<file path="src/rtl/rcfd_pkg.sv">
`timescale 1ns / 1ps
package rcfd_pkg;
	localparam int CHANNELS = 14;
	localparam int CH_W = 4;
	localparam int POS_W = 5;
	localparam logic [POS_W-1:0] SUM_POS = POS_W'(2 * CHANNELS + 2);
	localparam logic [POS_W-1:0] LAST_POS = POS_W'(2 * CHANNELS + 3);

	localparam logic [1:0] ST_OK = 2'd0;
	localparam logic [1:0] ST_CSUM = 2'd1;
	localparam logic [1:0] ST_RANGE = 2'd2;

	localparam logic [2:0] REG_LEN = 3'd0;
	localparam logic [2:0] REG_CMD = 3'd1;
	localparam logic [2:0] REG_MIN = 3'd2;
	localparam logic [2:0] REG_MAX = 3'd3;
	localparam logic [2:0] REG_MID = 3'd4;

	// controller to datapath
	typedef struct packed {
		logic byte_load;   // consume rx byte in datapath
		logic norm_start;  // start divide for channel ch_sel
		logic [CH_W-1:0] ch_sel;
	} cmd_t;

	// datapath to controller
	typedef struct packed {
		logic frame_done;  // final byte accepted this cycle
		logic csum_bad;
		logic range_bad;
		logic norm_done;
	} sts_t;
endpackage

</file>
<file path="src/rtl/rcfd_datapath.sv">
`timescale 1ns / 1ps
module rcfd_datapath (
	input  logic clk,
	input  logic arst_n,
	input  logic [7:0] rx_byte,
	input  rcfd_pkg::cmd_t cmd,
	input  logic [7:0] len_byte,
	input  logic [7:0] cmd_byte,
	input  logic [15:0] ch_min,
	input  logic [15:0] ch_max,
	input  logic [15:0] ch_mid,
	output rcfd_pkg::sts_t sts,
	output logic [15:0] raw_q,
	output logic [15:0] norm_q,
	output logic [15:0] csum_q
);
	logic [rcfd_pkg::POS_W-1:0] pos_q;
	logic [7:0] low_q;
	logic fault_q;
	logic [15:0] store_q [rcfd_pkg::CHANNELS];
	logic [rcfd_pkg::CH_W-1:0] wr_ch;
	logic [15:0] word;

	// divider
	logic busy_q;
	logic neg_q;
	logic sat_q;
	logic zero_q;
	logic [4:0] cnt_q;
	logic [32:0] rem_q;
	logic [31:0] quo_q;
	logic [16:0] den_q;
	logic [16:0] num_s;
	logic [16:0] den_s;
	logic [16:0] num_abs;
	logic [16:0] den_abs;
	logic [32:0] trial;
	logic [31:0] q_final;

	assign wr_ch = rcfd_pkg::CH_W'((pos_q - rcfd_pkg::POS_W'(3)) >> 1);
	assign word = {rx_byte, low_q};
	assign num_s = {1'b0, raw_q} - {1'b0, ch_mid};
	assign den_s = {1'b0, ch_max} - {1'b0, ch_mid};
	assign num_abs = num_s[16] ? 17'(-num_s) : num_s;
	assign den_abs = den_s[16] ? 17'(-den_s) : den_s;
	assign trial = {rem_q[31:0], quo_q[31]} - {16'd0, den_q};

	always_comb begin
		sts.frame_done = cmd.byte_load && pos_q == rcfd_pkg::LAST_POS;
		sts.csum_bad = word != csum_q;
		sts.range_bad = fault_q;
		sts.norm_done = busy_q && cnt_q == 5'd0;
	end

	always_ff @(posedge clk or negedge arst_n) begin
		if (!arst_n) begin
			pos_q <= '0;
			csum_q <= 16'hFFFF;
			low_q <= '0;
			fault_q <= 1'b0;
		end else if (cmd.byte_load) begin
			unique case (pos_q)
				5'd0: begin
					if (rx_byte == len_byte) begin
						csum_q <= 16'hFFFF - {8'd0, rx_byte};
						fault_q <= 1'b0;
						pos_q <= 5'd1;
					end
				end
				5'd1: begin
					if (rx_byte == cmd_byte) begin
						csum_q <= csum_q - {8'd0, rx_byte};
						pos_q <= 5'd2;
					end else if (rx_byte == len_byte) begin
						csum_q <= 16'hFFFF - {8'd0, rx_byte};
					end else begin
						pos_q <= 5'd0;
					end
				end
				rcfd_pkg::SUM_POS: begin
					low_q <= rx_byte;
					pos_q <= pos_q + 5'd1;
				end
				rcfd_pkg::LAST_POS: pos_q <= 5'd0;
				default: begin
					csum_q <= csum_q - {8'd0, rx_byte};
					if (!pos_q[0]) begin
						low_q <= rx_byte;
					end else if (word < ch_min || word > ch_max) begin
						fault_q <= 1'b1;
					end
					pos_q <= pos_q + 5'd1;
				end
			endcase
		end
	end

	always_ff @(posedge clk) begin
		if (cmd.byte_load && pos_q > 5'd1 && pos_q < rcfd_pkg::SUM_POS && pos_q[0])
			store_q[wr_ch] <= word;
		if (cmd.norm_start)
			raw_q <= store_q[cmd.ch_sel];
	end

	// restoring divide, one quotient bit a cycle; starts in the cycle after the raw_q load
	logic start_d_q;
	always_ff @(posedge clk or negedge arst_n) begin
		if (!arst_n) begin
			start_d_q <= 1'b0;
			busy_q <= 1'b0;
			cnt_q <= '0;
		end else begin
			start_d_q <= cmd.norm_start;
			if (start_d_q) begin
				busy_q <= 1'b1;
				cnt_q <= 5'd31;
			end else if (busy_q) begin
				if (cnt_q == 5'd0)
					busy_q <= 1'b0;
				else
					cnt_q <= cnt_q - 5'd1;
			end
		end
	end

	always_ff @(posedge clk) begin
		if (start_d_q) begin
			neg_q <= num_s[16] != den_s[16];
			zero_q <= num_s == 17'd0;
			sat_q <= den_s == 17'd0;
			den_q <= den_abs;
			rem_q <= '0;
			quo_q <= {num_abs[16:0], 15'd0};
		end else if (busy_q) begin
			if (!trial[32]) begin
				rem_q <= trial;
				quo_q <= {quo_q[30:0], 1'b1};
			end else begin
				rem_q <= {rem_q[31:0], quo_q[31]};
				quo_q <= {quo_q[30:0], 1'b0};
			end
		end
	end

	assign q_final = !trial[32] ? {quo_q[30:0], 1'b1} : {quo_q[30:0], 1'b0};

	always_ff @(posedge clk) begin
		if (sts.norm_done) begin
			if (sat_q)
				norm_q <= zero_q ? 16'd0 : (neg_q ? 16'h8000 : 16'h7FFF);
			else if (neg_q)
				norm_q <= q_final >= 32'd32768 ? 16'h8000 : 16'(-q_final[15:0]);
			else
				norm_q <= q_final >= 32'd32767 ? 16'h7FFF : q_final[15:0];
		end
	end
endmodule

</file>
<file path="src/rtl/rcfd_ctrl.sv">
`timescale 1ns / 1ps
module rcfd_ctrl (
	input  logic clk,
	input  logic arst_n,
	input  logic in_valid,
	output logic in_ready,
	output logic out_valid,
	input  logic out_ready,
	input  rcfd_pkg::sts_t sts,
	output rcfd_pkg::cmd_t cmd,
	output logic [1:0] status_q,
	output logic [3:0] index_q,
	output logic last_q
);
	localparam logic [2:0] S_RX = 3'd0;
	localparam logic [2:0] S_START = 3'd1;
	localparam logic [2:0] S_DIV = 3'd2;
	localparam logic [2:0] S_OUT = 3'd3;
	localparam logic [2:0] S_ERR = 3'd4;

	logic [2:0] state_q;
	logic [rcfd_pkg::CH_W-1:0] ch_q;

	assign in_ready = state_q == S_RX;
	assign out_valid = state_q == S_OUT || state_q == S_ERR;
	assign cmd.byte_load = in_valid && in_ready;
	assign cmd.norm_start = state_q == S_START;
	assign cmd.ch_sel = ch_q;

	always_ff @(posedge clk or negedge arst_n) begin
		if (!arst_n) begin
			state_q <= S_RX;
			ch_q <= '0;
			status_q <= rcfd_pkg::ST_OK;
			index_q <= '0;
			last_q <= 1'b0;
		end else begin
			unique case (state_q)
				S_RX: begin
					if (sts.frame_done) begin
						ch_q <= '0;
						index_q <= '0;
						last_q <= 1'b1;
						if (sts.csum_bad) begin
							status_q <= rcfd_pkg::ST_CSUM;
							state_q <= S_ERR;
						end else if (sts.range_bad) begin
							status_q <= rcfd_pkg::ST_RANGE;
							state_q <= S_ERR;
						end else begin
							status_q <= rcfd_pkg::ST_OK;
							state_q <= S_START;
						end
					end
				end
				S_START: state_q <= S_DIV;
				S_DIV: begin
					if (sts.norm_done) begin
						index_q <= ch_q;
						last_q <= ch_q == rcfd_pkg::CH_W'(rcfd_pkg::CHANNELS - 1);
						state_q <= S_OUT;
					end
				end
				S_OUT: begin
					if (out_ready) begin
						if (last_q) begin
							state_q <= S_RX;
						end else begin
							ch_q <= ch_q + rcfd_pkg::CH_W'(1);
							state_q <= S_START;
						end
					end
				end
				S_ERR: if (out_ready) state_q <= S_RX;
				default: state_q <= S_RX;
			endcase
		end
	end
endmodule

</file>
<file path="src/rtl/rc_serial_frame_sync_decoder_top.sv">
`timescale 1ns / 1ps
// channel   dir  payload
// s_axis    in   tdata[7:0] = rx_byte
// m_axis    out  tdata = status, channel_index, raw_value, normalized_value, computed_checksum
// cfg       in   cfg_we, cfg_index, cfg_data
// one byte request per cycle while hunting or collecting a frame
// a good frame gives 14 results, one channel at a time: each raw value is loaded, put through
// the 32-step restoring divider and handed off, and the next channel starts only once it is taken
// error frames give one result; input stalls until results are taken
// arst_n clears position, checksum and registers to their defaults
module rc_serial_frame_sync_decoder_top (
	input  logic clk,
	input  logic arst_n,
	input  logic s_axis_tvalid,
	output logic s_axis_tready,
	input  logic [7:0] s_axis_tdata,  // rx_byte
	output logic m_axis_tvalid,
	input  logic m_axis_tready,
	// status[1:0], channel_index[5:2], raw_value[21:6], normalized_value[37:22],
	// computed_checksum[53:38], zero fill
	output logic [55:0] m_axis_tdata,
	output logic m_axis_tlast,
	input  logic cfg_we,
	input  logic [2:0] cfg_index,
	input  logic [15:0] cfg_data
);
	logic [7:0] len_q;
	logic [7:0] cmdb_q;
	logic [15:0] min_q;
	logic [15:0] max_q;
	logic [15:0] mid_q;
	rcfd_pkg::cmd_t cmd;
	rcfd_pkg::sts_t sts;
	logic [15:0] raw;
	logic [15:0] norm;
	logic [15:0] csum;
	logic [1:0] status;
	logic [3:0] index;
	logic ok;

	always_ff @(posedge clk or negedge arst_n) begin
		if (!arst_n) begin
			len_q <= 8'd32;
			cmdb_q <= 8'd64;
			min_q <= 16'd1000;
			max_q <= 16'd2000;
			mid_q <= 16'd1500;
		end else if (cfg_we) begin
			unique case (cfg_index)
				rcfd_pkg::REG_LEN: len_q <= cfg_data[7:0];
				rcfd_pkg::REG_CMD: cmdb_q <= cfg_data[7:0];
				rcfd_pkg::REG_MIN: min_q <= cfg_data;
				rcfd_pkg::REG_MAX: max_q <= cfg_data;
				rcfd_pkg::REG_MID: mid_q <= cfg_data;
				default: ;
			endcase
		end
	end

	rcfd_ctrl u_ctrl (
		.clk(clk), .arst_n(arst_n),
		.in_valid(s_axis_tvalid), .in_ready(s_axis_tready),
		.out_valid(m_axis_tvalid), .out_ready(m_axis_tready),
		.sts(sts), .cmd(cmd),
		.status_q(status), .index_q(index), .last_q(m_axis_tlast)
	);

	rcfd_datapath u_dp (
		.clk(clk), .arst_n(arst_n), .rx_byte(s_axis_tdata), .cmd(cmd),
		.len_byte(len_q), .cmd_byte(cmdb_q),
		.ch_min(min_q), .ch_max(max_q), .ch_mid(mid_q),
		.sts(sts), .raw_q(raw), .norm_q(norm), .csum_q(csum)
	);

	assign ok = status == rcfd_pkg::ST_OK;
	assign m_axis_tdata = {2'b00, csum, ok ? norm : 16'd0, ok ? raw : 16'd0, index, status};
endmodule

</file>
<file path="config.mk">
export PLATFORM = sky130hd
export DESIGN_NAME = rc_serial_frame_sync_decoder_top
export DESIGN_NICKNAME = d
export VERILOG_FILES = /design/src/rtl/rcfd_pkg.sv /design/src/rtl/rcfd_datapath.sv /design/src/rtl/rcfd_ctrl.sv /design/src/rtl/rc_serial_frame_sync_decoder_top.sv
export SDC_FILE = /design/constraint.sdc
export NUM_CORES = 1
export LEC_CHECK = 0
export BUFFER_PORTS_ARGS = -buffer_cell sky130_fd_sc_hd__buf_4
export CAP_MARGIN = 20
export CORE_MARGIN = 1.5
export CORE_UTILIZATION = 28
export CTS_CLUSTER_DIAMETER = 200
export DETAILED_ROUTE_END_ITERATION = 8
export HOLD_SLACK_MARGIN = 0.02
export PLACE_DENSITY_LB_ADDON = 0.1
export SYNTH_ARGS = -nofsm -noshare
export SYNTH_HDL_FRONTEND = slang
export SYNTH_SLANG_ARGS = --single-unit
</file>
<file path="constraint.sdc">
create_clock -name clk -period 3.95 [get_ports clk]
set_input_delay 0.1975 -clock clk [delete_from_list [all_inputs] [get_ports clk]]
set_output_delay 0.1975 -clock clk [all_outputs]
set_load 0.03 [all_outputs]
</file>
==> results_dict.tcl <==
set metrics [dict create \
    cts_sinks 455 \
    dpl_worst_slack_ns -0.0880 \
    finalNetCount 2318 \
    fp.dieW_um 294 \
    ys_seq_area_share_pct 53.3 \
    end_kind "flop" \
    drt_wl_total_um 68400 \
    fin_ws_ns 0.0734 \
    p_leak_uw 0.0104 \
    clock_latency_ns 0.64 \
    gp_congestion 0.816 \
    port_buffers 88 \
    synth_top_area_share_pct 37.0 \
    drv_slew 0 \
    powerDensity_nw_per_um2 544 \
    required_ns 4.36 \
    area_delta_synth_final_pct 19.1 \
    synth_top_area_cell "edfxtp_1" \
    period_needed_ns 3.88 \
    startpoint "u_dp.den_q[0]$_DFFE_PP_" \
    yosysMostFrequentCell "edfxtp_1" \
    cts_buffer_depth 3 \
    fmax_ghz 0.258 \
    wl_per_cell_um 20.4 \
    grt_overflow 0 \
    core_area_um2 83800 \
    hp-class "primary input to flop" \
    cts_tree "built" \
    hpwl_um 46600 \
    fillCellCount 8479 \
    synth_cells 2035 \
    synth_cell_type_count 94 \
    numCtsBuffers 55 \
    tightest_slew_ns 0.957 \
    yosys_most_used_dff "edfxtp_1" \
    grt_max_degree 87 \
    fin_crit_sh_pct 98.1 \
    status "complete, no violations" \
    ir_worst_vdd_uv 369 \
    drive_gt1_share_pct 20.8 \
    ys_ff_latch 455 \
    synth.avg_cell_area_um2 11.7 \
    r2r_slack_ns 0.07 \
    cts_root_buffer "clkbuf_16" \
    r2r_cells 17 \
    htreeDepth 2 \
    ys_top_cells_by_count "edfxtp_1, nand2_1, nor2_1" \
    ys_async_sr_fraction_pct 25.3 \
    drt_iter0_markers 881 \
    arrival_ns 4.29 \
    ant_nets 0 \
    reg2reg_to "u_dp.norm_q[14]$_DFFE_PP_" \
    fin_skew_ns 0.0382 \
    die_area_um2 86700 \
    rsz0062_at_grt "yes" \
    io_pins 91 \
    drtPass1Iterations 5 \
    hold_viol 0 \
    worst_r2r_startpoint "u_dp.den_q[0]$_DFFE_PP_" \
    row_count 106 \
    crit_type "flop to flop" \
    setup_viol 0 \
    drc 0 \
    num_vias 16300 \
    clk_pin_slew_ns 0.06 \
    synth_area_leaders "edfxtp_1, dfrtp_1, mux4_2" \
    crit_fanout 3 \
    via_per_inst 4.85 \
    grt_pass1_wl_um 104000 \
    grt_pass1_vias 16600 \
    start_util_pct 28.4 \
    grt_usage_pct 15.9 \
    cap_violations 0 \
    die_h_um 294 \
    tns_ns 0 \
    crit_end "u_dp.norm_q[14]$_DFFE_PP_" \
    min_path_cells 4 \
    max-slew-margin-rel_pct 36.2 \
    worstSetupStartpointType "flop" \
    yosys_warnings 0 \
    n_antenna_cell 0 \
    mappedNetlistArea_um2 23800 \
    synth_edf_count 293 \
    antenna_found_initial 2 \
]
==> critical path, cell delays in order, from the launching register on <==
cell       delay (ns)
edfxtp_1         0.37
ha_2             0.21
fa_2             0.37
nor2b_4          0.15
o2111ai_2        0.15
a31oi_2          0.27
o2bb2ai_2        0.15
a41oi_2          0.14
nand2_2          0.15
ha_4             0.16
nand2_4          0.04
or3_4            0.35
or3_4            0.34
or3_4            0.37
nor3_4           0.13
nor2b_1          0.15
o21ai_1          0.07
o311ai_1         0.11
==> power by group <==
group	switching (µW)	internal (µW)
Clock	2130	2980
Sequential	516	5740
Combinational	2360	1670
Total	5000	10400
==> metrics by stage <==
step,total power (µW),hold WS [ns],area (µm²),cells,util [%]
after detailed placement,10400,0.375,26100,3225,31.1
after CTS,15600,0.0512,28200,3354,33.7
final,15400,0.0908,28300,3360,33.8
after floorplan,9020,-0.0981,23800,2036,-
after global placement,10300,0.375,26100,3224,31.1
after global routing,16300,0.0886,28300,3360,33.8
==> area by class of cell <==
type                            count  area, µm²  area share, %
Sequential cell                   455      12700           44.8
Multi-Input combinational cell   1363      10500           36.9
Timing Repair Buffer              184       1480           5.23
Clock buffer                       65       1420           5.03
Tap cell                         1134       1420           5.01
Inverter                          121        454           1.60
Clock inverter                     38        408           1.44
==> state kept, by name (all words and copies together) (netlist names), 2 cells and up <==
name,count
u_dp.low_q,8
cmdb_q,8
len_q,8
max_q,16
min_q,16
u_dp.csum_q,16
u_ctrl.ch_q,4
u_dp.cnt_q,5
u_dp.rem_q,32
u_dp.store_q,224
u_dp.norm_q,16
u_ctrl.status_q,2
u_dp.den_q,17
u_dp.quo_q,32
u_ctrl.state_q,3
u_dp.raw_q,16
u_dp.pos_q,5
u_ctrl.index_q,4
mid_q,16
==> kinds of logic (layout without fill, tap and decap cells) <==
family                     after synthesis  count (layout)  share of synthesized area, %
xor gates and xnor gates               114             114                          4.20
muxes                                  144             144                          9.71
AOI/OAI and AO/OA                      410             410                          11.5
and+or+nand+nor                        587             587                          12.0
DFF                                    455             455                          53.3
buffers and inverters                  218             408                          3.54
adders and majority gates              106             106                          5.70
other                                    1               2                        0.0158
==> repair_timing <==
| item | CTS | global route |
|---|---|---|
| endpoints found under the hold margin | 187 | 1 |
| hold buffers | 26 | 1 |
| pin swaps | 3 | 4 |
| resized for setup | 6 | 14 |
| setup endpoints to repair | 2 | 9 |
| setup buffers | 0 | 4 |
==> routing by layer <==
metal  global-route usage, %  vias up  share of wire (%)
li1                        -     7832                  -
met1                    20.6     8105                 45
met2                    27.5      258                 49
met3                    2.25       85                3.2
met4                    4.43        0                2.4
met5                       0        -                  0
==> worst min path at each step <==
stage,slack (ns),end,startpoint
floorplan,-0.1,cmdb_q[0]$_DFFE_PN0P_,arst_n
global placement,0.38,u_ctrl.ch_q[3]$_DFFE_PN0P_,arst_n
detailed placement,0.37,u_ctrl.ch_q[2]$_DFFE_PN0P_,arst_n
CTS,0.05,u_dp.csum_q[0]$_DFFE_PN1P_,s_axis_tdata[0]
global route,0.09,u_dp.csum_q[0]$_DFFE_PN1P_,s_axis_tdata[0]
finish,0.09,u_dp.csum_q[0]$_DFFE_PN1P_,s_axis_tdata[0]
==> cell usage in the layout, fill, tap and decap left out, types with 64 or more instances in the layout <==
cell / instances
ha_1: 100
nor2_1: 128
nand2_1: 178
inv_1: 120
dfrtp_1: 73
edfxtp_1: 293
mux4_2: 64
o21ai_0: 109
a21oi_1: 76
xnor2_1: 89
buf_4: 153
Note: power is estimated with default switching activity, not from simulation.
